`src/hdl/kse_pkg.sv`:
```
// shared constants, types and controller states of the key sort engine
`timescale 1ns / 1ps

package kse_pkg;

	localparam int MAX_KEYS = 64;
	localparam int KEY_BITS = 16;
	localparam int IDX_W    = $clog2(MAX_KEYS);
	localparam int CNT_W    = $clog2(MAX_KEYS + 1);

	typedef logic [KEY_BITS-1:0] key_t;
	typedef logic [IDX_W-1:0]    idx_t;
	typedef logic [CNT_W-1:0]    cnt_t;

	typedef enum logic [1:0] {
		ST_LOAD,
		ST_SCAN,
		ST_DRAIN,
		ST_EMIT
	} state_t;

	// qualifies the key read back from the store in the scan stage
	typedef struct packed {
		logic vld;
		logic first;
		idx_t idx;
	} scan_ctl_t;

endpackage

```
`src/hdl/kse_ram.sv`:
```
// generic simple dual-port ram, one write and one registered read port
`timescale 1ns / 1ps

module kse_ram #(
	parameter int DEPTH = 64,
	parameter int WIDTH = 16
) (
	input  logic                     clk,
	input  logic                     we,
	input  logic [$clog2(DEPTH)-1:0] waddr,
	input  logic [WIDTH-1:0]         wdata,
	input  logic                     re,
	input  logic [$clog2(DEPTH)-1:0] raddr,
	output logic [WIDTH-1:0]         rdata
);

	logic [WIDTH-1:0] mem [DEPTH];

	// write port
	always_ff @(posedge clk) begin
		if (we) begin
			mem[waddr] <= wdata;
		end
	end

	// read port, registered
	always_ff @(posedge clk) begin
		if (re) begin
			rdata <= mem[raddr];
		end
	end

endmodule

```
`src/hdl/kse_scan.sv`:
```
// minimum tracker over the keys read back from the store during one pass
`timescale 1ns / 1ps

module kse_scan (
	input  logic               clk,
	input  kse_pkg::key_t      rd_data,
	input  kse_pkg::scan_ctl_t ctl,
	output kse_pkg::key_t      min_val,
	output kse_pkg::idx_t      min_idx,
	output kse_pkg::key_t      head_val
);
	import kse_pkg::*;

	key_t min_val_q;
	idx_t min_idx_q;
	key_t head_val_q;

	// first key of a pass seeds the minimum and is kept for the swap
	always_ff @(posedge clk) begin
		if (ctl.vld) begin
			if (ctl.first) begin
				min_val_q  <= rd_data;
				min_idx_q  <= ctl.idx;
				head_val_q <= rd_data;
			end else if (rd_data < min_val_q) begin
				min_val_q <= rd_data;
				min_idx_q <= ctl.idx;
			end
		end
	end

	assign min_val  = min_val_q;
	assign min_idx  = min_idx_q;
	assign head_val = head_val_q;

endmodule

```
`src/hdl/key_sort_engine_top.sv`:
```
// key sort engine: stores a run of keys, then emits them in ascending order
// loading: one key per cycle, busy stays low until the key marked run_end
// sorting: selection passes over the store ram, one result per pass; each pass
//   scans the unsorted tail for its minimum and moves the head key into its slot
// the single read port of the store, one key per cycle, sets the pass length
// reset: async active low, store empty, loading, no result pending
`timescale 1ns / 1ps

module key_sort_engine_top (
	input  logic          clk,
	input  logic          arst_n,
	input  logic          start,
	output logic          busy,
	input  kse_pkg::key_t key_value,
	input  logic          run_end,
	output logic          result_valid,
	output kse_pkg::key_t sorted_value,
	output logic          sorted_end
);
	import kse_pkg::*;

	state_t    state_q, state_d;
	cnt_t      count_q;
	cnt_t      n_q;
	idx_t      pos_q;
	idx_t      rd_idx_q;
	scan_ctl_t ctl_s1;

	logic  accept;
	logic  store_room;
	logic  rd_last;
	logic  pos_last;
	logic  ram_we;
	idx_t  ram_waddr;
	key_t  ram_wdata;
	logic  ram_re;
	key_t  ram_rdata;
	key_t  min_val;
	idx_t  min_idx;
	key_t  head_val;
	idx_t  n_last;

	assign accept     = start && !busy;
	assign store_room = (count_q < cnt_t'(MAX_KEYS));
	assign n_last     = idx_t'(n_q - cnt_t'(1));
	assign rd_last    = (rd_idx_q == n_last);
	assign pos_last   = (pos_q == n_last);

	// next state
	always_comb begin
		state_d = state_q;
		unique case (state_q)
			ST_LOAD: begin
				if (accept && run_end) begin
					state_d = ST_SCAN;
				end
			end
			ST_SCAN: begin
				if (rd_last) begin
					state_d = ST_DRAIN;
				end
			end
			ST_DRAIN: begin
				state_d = ST_EMIT;
			end
			ST_EMIT: begin
				state_d = pos_last ? ST_LOAD : ST_SCAN;
			end
			default: begin
				state_d = ST_LOAD;
			end
		endcase
	end

	// outputs and store port control
	always_comb begin
		busy      = 1'b1;
		ram_re    = 1'b0;
		ram_we    = 1'b0;
		ram_waddr = count_q[IDX_W-1:0];
		ram_wdata = key_value;
		unique case (state_q)
			ST_LOAD: begin
				busy   = 1'b0;
				ram_we = accept && store_room;
			end
			ST_SCAN: begin
				ram_re = 1'b1;
			end
			ST_DRAIN: begin
				ram_re = 1'b0;
			end
			ST_EMIT: begin
				// the head key moves into the slot the minimum leaves
				ram_we    = 1'b1;
				ram_waddr = min_idx;
				ram_wdata = head_val;
			end
			default: begin
				busy = 1'b1;
			end
		endcase
	end

	assign result_valid = (state_q == ST_EMIT);
	assign sorted_end   = result_valid && pos_last;
	assign sorted_value = min_val;

	// state and counters
	always_ff @(posedge clk or negedge arst_n) begin
		if (!arst_n) begin
			state_q  <= ST_LOAD;
			count_q  <= '0;
			n_q      <= '0;
			pos_q    <= '0;
			rd_idx_q <= '0;
			ctl_s1   <= '0;
		end else begin
			state_q <= state_d;
			// read pipeline tag lines up with the ram data
			ctl_s1.vld   <= (state_q == ST_SCAN);
			ctl_s1.first <= (rd_idx_q == pos_q);
			ctl_s1.idx   <= rd_idx_q;
			unique case (state_q)
				ST_LOAD: begin
					if (accept) begin
						if (run_end) begin
							n_q      <= store_room ? count_q + cnt_t'(1) : count_q;
							count_q  <= '0;
							pos_q    <= '0;
							rd_idx_q <= '0;
						end else if (store_room) begin
							count_q <= count_q + cnt_t'(1);
						end
					end
				end
				ST_SCAN: begin
					if (!rd_last) begin
						rd_idx_q <= rd_idx_q + idx_t'(1);
					end
				end
				ST_DRAIN: begin
					rd_idx_q <= pos_q;
				end
				ST_EMIT: begin
					if (!pos_last) begin
						pos_q    <= pos_q + idx_t'(1);
						rd_idx_q <= pos_q + idx_t'(1);
					end
				end
				default: begin
					pos_q <= '0;
				end
			endcase
		end
	end

	// key store
	kse_ram #(
		.DEPTH(MAX_KEYS),
		.WIDTH(KEY_BITS)
	) u_ram (
		.clk   (clk),
		.we    (ram_we),
		.waddr (ram_waddr),
		.wdata (ram_wdata),
		.re    (ram_re),
		.raddr (rd_idx_q),
		.rdata (ram_rdata)
	);

	// minimum search over the unsorted tail
	kse_scan u_scan (
		.clk      (clk),
		.rd_data  (ram_rdata),
		.ctl      (ctl_s1),
		.min_val  (min_val),
		.min_idx  (min_idx),
		.head_val (head_val)
	);

endmodule

```
`config.mk`:
```
export PLATFORM = sky130hd
export DESIGN_NAME = key_sort_engine_top
export DESIGN_NICKNAME = d
export VERILOG_FILES = /design/src/hdl/kse_pkg.sv /design/src/hdl/kse_ram.sv /design/src/hdl/kse_scan.sv /design/src/hdl/key_sort_engine_top.sv
export SDC_FILE = /design/constraint.sdc
export NUM_CORES = 1
export LEC_CHECK = 0
export ABC_CLOCK_PERIOD_IN_PS = 3800
export BUFFER_PORTS_ARGS = -buffer_cell sky130_fd_sc_hd__buf_2
export CAP_MARGIN = 20
export CORE_ASPECT_RATIO = 1.25
export CORE_UTILIZATION = 30
export DETAILED_ROUTE_END_ITERATION = 12
export HOLD_SLACK_MARGIN = 0.06
export SLEW_MARGIN = 20
export SYNTH_ARGS = -nofsm -noshare
export SYNTH_HDL_FRONTEND = slang
export SYNTH_SLANG_ARGS = --single-unit
```
`constraint.sdc`:
```
create_clock -name clk -period 3.8 [get_ports clk]
set_clock_uncertainty 0.2 [all_clocks]
set_input_delay 0.19 -clock clk [delete_from_list [all_inputs] [get_ports clk]]
set_output_delay 0.19 -clock clk [all_outputs]
set_load 0.02 [all_outputs]
```
Word level (Yosys, flattened, before mapping) --
Memories as Yosys holds them, arrays and structs flattened. A register that Yosys moved wholly into a read port is not among the register bits. Cells that the tools add are included.
Word-level totals: register bits after elaboration 73, RAM bits 1024, input bits 20, output and inout bits 19, word-level logic and storage cells 67, memories 1
Memories:
- u_ram.mem | words 64, width 16, read ports 1, clocked after memory_dff 1, write ports 1, RTL line kse_ram.sv:17 | logic [WIDTH-1:0] mem [DEPTH];
Cells by class: add/subtract/negate cells 4, $lt $le $gt $ge 2, equal/unequal tests 12, multiplexer cells 23, reduce and logical (&&, ||, !) cells 14
Operators by type and width (count):
- $mux W16 | 3
- $mux W6 | 7
- $pmux W6 S4 | 1
- $eq A6 B6 Y1 | 3
- $lt A16 B16 Y1 | 1
- $mux W7 | 2
- $add A6 B1 Y6 const B | 2
- $pmux W6 S2 | 1
- $ne A2 B2 Y1 const B | 5
- $pmux W2 S4 | 1
- $reduce_and A2 Y1 | 4
- $reduce_and A4 Y1 | 2
- $add A7 B1 Y7 const B | 1
- $lt A7 B7 Y1 const B | 1
- $sub A6 B1 Y6 const B | 1
- $mux W1 | 5
- $eq A2 B2 Y1 const B | 2
- $logic_and A1 B1 Y1 | 4
- $mux W2 | 2
- $reduce_bool A2 Y1 | 2
- $reduce_and A3 Y1 | 1
- $eq A2 B1 Y1 const B | 1
- $logic_not A2 Y1 | 1
- $ne A2 B1 Y1 const B | 1
- $pmux W1 S2 | 1

Logic depth before layout (Yosys ltp) --
Gate-level depths: netlist of the first run.
word-level depth 6, gate-level depth with buffers 11, depth with buffers taken out 9

Hierarchy --
Synthesis of the first run repeated with hierarchy kept, for this count alone.
Second synthesis, totals: cells, all modules 2198, area, all modules 44348.8 um^2
Modules (own cells, without submodules):
- kse_ram | times used 1, cells each 1829, area an instance 40202.3 um^2
- key_sort_engine_top | times used 1, cells each 275, area an instance 2610.0 um^2
- kse_scan | times used 1, cells each 94, area an instance 1536.5 um^2

Worst setup path before layout of the first run --
No wires, ideal clock.
kind register to register, from reg u_scan.min_val_q[9] (netlist: u_scan.min_val[9]), to reg u_scan.min_idx_q[0] (netlist: u_scan.min_idx[0]), enable pin, arrival time 2764 ps, data required time 3189 ps, setup slack 424 ps, cell stages (with the launch flop) 9, path buffers 0, period minus slack after synthesis 3376 ps, cell sequence edfxtp_1 inv_1 ha_1 a21o_1 a21o_1 a21oi_1 nor2_1 nor4bb_1 a2bb2oi_1
Between the ends: word-level cells in the longest chain between the ends 3
RTL lines:
- from (decl) | RTL line kse_scan.sv:14 | key_t min_val_q;
- from (signal assigned) | RTL line kse_scan.sv:22 | min_val_q <= rd_data;
- from (signal assigned) | RTL line kse_scan.sv:26 | min_val_q <= rd_data;
- $lt A16 B16 Y1 | RTL line kse_scan.sv:25 | end else if (rd_data < min_val_q) begin
- $reduce_bool A2 Y1 (no source line)
- $reduce_and A2 Y1 (no source line)
- to (signal assigned) | RTL line kse_scan.sv:23 | min_idx_q <= ctl.idx;
- to (signal assigned) | RTL line kse_scan.sv:27 | min_idx_q <= ctl.idx;
- to (decl) | RTL line kse_scan.sv:15 | idx_t min_idx_q;
No other way between the ends. A chain may end at the register's enable or synchronous reset.

==> results of run 1 <==
[area by class of cell]
cell class | instances | share of cell area [%]
diodes | 2 | 0.00989
clock buffers | 130 | 5.46
clock inverters | 64 | 1.23
inverters | 33 | 0.245
multi-input cells | 722 | 19.4
flip-flops and latches | 1113 | 65.7
well taps | 1896 | 4.69
repair buffers | 187 | 3.22
[layer usage]
| metal | share of wire [%] | wire [um] |
|---|---|---|
| met3 | 6.1 | 6720 |
| met4 | 2.8 | 3040 |
| met5 | 0 | 0 |
| met1 | 39 | 42600 |
| met2 | 52 | 57000 |
[cells by family after synthesis]
group,after synthesis,share of synthesized area (%)
DFF,1113,76.1
muxes,361,17.4
and+or+nand+nor,189,2.09
buffers and inverters,137,1.32
AOI/OAI and AO/OA,125,1.88
xor gates and xnor gates,24,0.547
adders and majority gates,23,0.659
[synthesized netlist by cell type (all sizes together) (3+ instances only)]
library cell and count:
edfxtp 1078, mux4 315, nor2 78, buf 61, nand2 45, clkbuf 43, dfrtp 35, inv 33
mux2i 29, o21ai 27, a21oi 23, ha 23, mux2 17, nor2b 15, xnor2 14, a211oi 12
nor3 12, a31oi 11, nand3 9, xor2 8, a22o 7, nand2b 7, nand4 7, o211ai 7
a21o 6, a22oi 6, o21a 5, o31ai 5, nor4 4, o21bai 3, o22ai 3
[metrics by stage]
step	std cells	cell area (sq um)	setup WS, ns	util (%)
6_report	4147	50600	0.257	35.1
5_1_grt	4146	50600	0.134	35.0
4_1_cts	4145	50600	0.213	35.0
3_5_place_dp	3941	47100	0.215	32.6
3_3_place_gp	3941	47100	0.251	32.6
2_1_floorplan	1972	43700	0.424	-
[how the worst max path moves through the flow]
stage / to / slack [ns] / cells past startpoint
6_report: u_ram.rdata[9]$_DFFE_PP_ / 0.26 / 6
3_3_place_gp: u_ram.rdata[9]$_DFFE_PP_ / 0.25 / 6
5_1_grt: u_ram.rdata[9]$_DFFE_PP_ / 0.13 / 6
4_1_cts: u_ram.rdata[9]$_DFFE_PP_ / 0.21 / 6
2_1_floorplan: u_scan.min_idx[0]$_DFFE_PP_ / 0.42 / 8
3_5_place_dp: u_ram.rdata[9]$_DFFE_PP_ / 0.21 / 6
[critical path, stage by stage (launching register included)]
cell and delay [ns]:
dfrtp_4 0.64, buf_12 0.40, buf_4 0.32, mux4_2 0.53, mux4_2 0.56, mux2i_1 0.42, a21oi_1 0.15
[report_power, final]
part           switching, W  leakage (nW)  internal (W)
combinational       0.00437          3.72       0.00310
clock               0.00445          1.65       0.00590
sequential         0.000478          10.2        0.0150
[registers in the layout, summed over array words and instances (netlist names), 7 cells and up]
| name | cells |
|---|---|
| u_scan.head_val | 16 |
| count_q | 7 |
| ctl_s1 | 8 |
| u_ram.mem | 1024 |
| u_ram.rdata | 16 |
| u_scan.min_val | 16 |
==> results_dict.tcl, run 1 <==
set metrics [dict create \
    status "completed" \
    reg2reg_from "rd_idx_q[0]$_DFFE_PN0P_" \
    required_ns 4.01 \
    cap_viol_max_count 0 \
    synth_top_area_share_pct 74.1 \
    drive_gt1_share_pct 29.8 \
    dpl.hpwl_um 64500 \
    drc 0 \
    whs_ns 0.166 \
    multiInputGateArea_sq_mm 0.00985 \
    busiest_layer "met2" \
    grt-ovfl-total 0 \
    syn_inst 1972 \
    setup-tns-final_ns 0 \
    final_cell_mix "1078 x edfxtp_1, 315 x mux4_2, 116 x buf_4" \
    syn-num-nets 2015 \
    report.final.hold_viol_count 0 \
    hold_buffers 10 \
    whs_endpoint "u_ram.mem[63][10]$_DFFE_PP_" \
    cts.clk_slew.worst_paths_ns 0.06 \
    use_met3_pct 1.90 \
    initial_core_util_pct 30.2 \
    cp-startpoint "rd_idx_q[0]$_DFFE_PN0P_" \
    post_synth_instance_area_sq_mm 0.0437 \
    ff2ff_path_depth 6 \
    core_sq_mm 0.144 \
    first_pass_iters 6 \
    ys.flop_type "edfxtp_1" \
    wl_per_cell_um 26.4 \
    start_kind "register" \
    grt_pass1_vias 21500 \
    final_common_cell "edfxtp_1" \
    post_cts_buffers 0 \
    portBuffers 38 \
    fin_nets 2205 \
    syn2layout_area_growth_pct 16.0 \
    clock_latency_ns 0.70 \
    ctsRootBufferMaster "clkbuf_16" \
    hp-start "key_value[10]" \
    drv_slew 0 \
    die_y_um 429 \
    gr-usage-all-layers_pct 14.9 \
    rsz0062_at_grt "false" \
    p_leak_nw 15.5 \
    timing.fmax_mhz 282 \
    p_per_area_mw_per_mm2 657 \
    finalCritPeriodShare_pct 93.2 \
    grt_max_degree 65 \
    die_w_um 343 \
    yosys_warnings 0 \
    clock_path_buffers 3 \
    cts_num_sinks 1113 \
    finalCriticalPeriod_ns 3.54 \
    relSlewSlack_pct 30.1 \
    ff2ff_setup_slack_ns 0.26 \
    grt.met2_usage_pct 25.8 \
    yosys-top-cells-area "edfxtp_1 74%, mux4_2 16%, dfrtp_1 2.0%" \
    drtAntennaViolNets 0 \
    endpoint_kind "register" \
    synth_area_leader_cell "edfxtp_1" \
    hold_path_class "input port to register" \
    drt-total-wl_um 109000 \
    die-area_sq_mm 0.147 \
    nFillCells 13200 \
    max-vdd-ir-drop_mv 0.426 \
    cp.arrival_ns 3.76 \
    synth-seq-cells 1113 \
    cts_buffers 105 \
    initialDrtViolationCount 2174 \
    htree_levels 3 \
    synth-async-reset-ratio_pct 3.14 \
    cp_max_fo 49 \
    synth_cell_type_count 58 \
    antenna_found_initial 6 \
    vias 21000 \
    viasPerCell 5.07 \
    grt_use_met1_pct 19.1 \
    reg2reg_to "u_ram.rdata[9]$_DFFE_PP_" \
    core.rowCount 156 \
    cts_tree "done" \
    tightest_slew_ns 1.05 \
    ctsResizeCount 0 \
    grt_pass1_wl_um 157000 \
    critPathKind "register to register" \
    synth_edf_count 1078 \
    setup_viol 0 \
    avgSynthCellArea_sq_um 22.1 \
    seq_area_sq_mm 0.0333 \
    ys_seq_area_share_pct 76.1 \
    place_congestion 0.839 \
    pin_count 39 \
    hold_path_depth 2 \
    p_total_w 0.0333 \
]
(Power assumes the default switching activity.)
==> run 2: changes to the inputs <==
- CORE_ASPECT_RATIO: 1.25 -> unset
==> run 2 against run 1 <==
- the run now ends with design-rule violations left
- register-to-register slack worse by 0.13 ns
- final area up 0.40%
- cell count up 0.29%
- fmax down 3.5%
- die area about the same
- worst hold slack better by 0.0090 ns
- critical path depth unchanged
- sequential power about the same
- combinational power about the same
- non-clock buffer count down 8
- setup slack worse by 0.13 ns
==> results_dict.tcl, run 2 (synthesized netlist as in run 1, its figures left out) <==
set metrics [dict create \
    rsz0062_at_grt "false" \
    cap_viol_max_count 0 \
    use_met3_pct 2.04 \
    ctsRootBufferMaster "clkbuf_16" \
    wl_per_cell_um 25.4 \
    core.rowCount 139 \
    violations "design-rule violations" \
    clock_latency_ns 0.69 \
    critPathKind "register to register" \
    cp.arrival_ns 3.85 \
    setup_viol 0 \
    initialDrtViolationCount 2422 \
    die-area_sq_mm 0.147 \
    max-vdd-ir-drop_mv 0.458 \
    die_y_um 383 \
    busiest_layer "met2" \
    final_common_cell "edfxtp_1" \
    die_w_um 383 \
    final_cell_mix "1078 x edfxtp_1, 315 x mux4_2, 112 x clkbuf_16" \
    grt_max_degree 65 \
    cts_num_sinks 1113 \
    syn2layout_area_growth_pct 16.4 \
    core_sq_mm 0.144 \
    drtAntennaViolNets 0 \
    start_kind "register" \
    whs_endpoint "u_ram.mem[58][8]$_DFFE_PP_" \
    fin_ws_ns 0.129 \
    antenna_cells 0 \
    grt_pass1_vias 21600 \
    nFillCells 13100 \
    drc 4 \
    hold_path_class "input port to register" \
    drive_gt1_share_pct 30.2 \
    clock_path_buffers 3 \
    required_ns 3.98 \
    finalCritPeriodShare_pct 96.6 \
    fin_nets 2204 \
    reg2reg_from "rd_idx_q[1]$_DFFE_PN0P_" \
    cp_max_fo 63 \
    relSlewSlack_pct 37.6 \
    whs_ns 0.175 \
    first_pass_iters 11 \
    drv_slew 0 \
    cts.clk_slew.worst_paths_ns 0.06 \
    status "complete, but fails checks" \
    initial_core_util_pct 30.3 \
    p_total_w 0.0338 \
    hp-start "key_value[8]" \
    largest_reg_flops 1024 \
    endpoint_kind "register" \
    multiInputGateArea_sq_mm 0.00985 \
    pin_count 39 \
    largest_register "u_ram.mem" \
    finalCriticalPeriod_ns 3.67 \
    cts_buffers 112 \
    gr-usage-all-layers_pct 14.3 \
    p_per_area_mw_per_mm2 665 \
    dpl.hpwl_um 63000 \
    grt_pass1_wl_um 154000 \
    cts_tree "done" \
    reg2reg_to "u_ram.rdata[6]$_DFFE_PP_" \
    place_congestion 0.783 \
    post_cts_buffers 0 \
    hold_path_depth 2 \
    vias 20900 \
    grt.met2_usage_pct 24.2 \
    report.final.hold_viol_count 0 \
    setup-tns-final_ns 0 \
    tightest_slew_ns 0.936 \
    p_leak_nw 15.6 \
    grt_use_met1_pct 19.4 \
    ff2ff_path_depth 6 \
    preCtsSetupSlack_ns 0.0533 \
    ff2ff_setup_slack_ns 0.13 \
    htree_levels 3 \
    portBuffers 38 \
    antenna_found_initial 4 \
    drt-total-wl_um 105000 \
    seq_area_sq_mm 0.0333 \
    viasPerCell 5.02 \
    grt-ovfl-total 0 \
    timing.fmax_mhz 272 \
]
run 2: cell types whose count changed in the layout (fill, tap and decap cells not counted), sizes merged:
| cell | before | now |
|---|---|---|
| dlygate4sd3 | 9 | 7 |
| diode | 2 | 0 |
| inv | 34 | 41 |
| buf | 178 | 172 |
| bufinv | 11 | 13 |
| clkinv | 48 | 49 |
| clkbuf | 130 | 135 |
run 2: power breakdown:
part / internal (W) / leakage (nW) / switching, W
logic: 0.00314 / 3.70 / 0.00437
clock network: 0.00631 / 1.77 / 0.00458
registers: 0.0150 / 10.2 / 0.000447
run 2: worst max path at each step:
stage	from	to	slack (ns)	cells past startpoint
2_1_floorplan	u_scan.min_val[9]$_DFFE_PP_	u_scan.min_idx[0]$_DFFE_PP_	0.42	8
6_report	rd_idx_q[1]$_DFFE_PN0P_	u_ram.rdata[6]$_DFFE_PP_	0.13	6
5_1_grt	rd_idx_q[0]$_DFFE_PN0P_	u_ram.rdata[6]$_DFFE_PP_	0.008	6
3_5_place_dp	rd_idx_q[0]$_DFFE_PN0P_	u_ram.rdata[13]$_DFFE_PP_	0.05	6
4_1_cts	rd_idx_q[0]$_DFFE_PN0P_	u_ram.rdata[13]$_DFFE_PP_	0.02	6
3_3_place_gp	rd_idx_q[0]$_DFFE_PN0P_	u_ram.rdata[13]$_DFFE_PP_	0.06	6
run 2: worst max-delay path: stages (launching register included):
cell	delay (ns)
dfrtp_4	0.72
buf_12	0.36
mux4_2	0.37
mux4_2	0.54
nor2b_1	0.19
a211oi_1	0.78
a21oi_1	0.08
run 2: final cells by class:
| class | instances | area share, % |
|---|---|---|
| clock inverters | 74 | 1.46 |
| well taps | 1903 | 4.68 |
| inverters | 33 | 0.244 |
| flip-flops and latches | 1113 | 65.4 |
| multi-input cells | 722 | 19.4 |
| repair buffers | 179 | 3.11 |
| clock buffers | 135 | 5.68 |
run 2: through the flow:
stage	util, %	std cells	cell area (sq um)
2_1_floorplan	-	1972	43700
4_1_cts	35.3	4159	50800
5_1_grt	35.3	4159	50800
3_3_place_gp	32.7	3941	47100
3_5_place_dp	32.7	3942	47100
6_report	35.3	4159	50800
run 2: what timing repair did:
item | 4_1_cts | 5_1_grt
gates resized for setup | 0 | 1
hold buffers | 8 | 0
endpoints found under the setup margin | 0 | 1
hold endpoints to repair | 73 | 0
run 2: metal layers:
layer	routed length (um)	part of all wire [%]	vias up
met5	0	0	-
met4	2450	2.3	0
met3	6240	5.9	125
met2	53000	50	792
met1	43800	42	11300
li1	-	-	8675
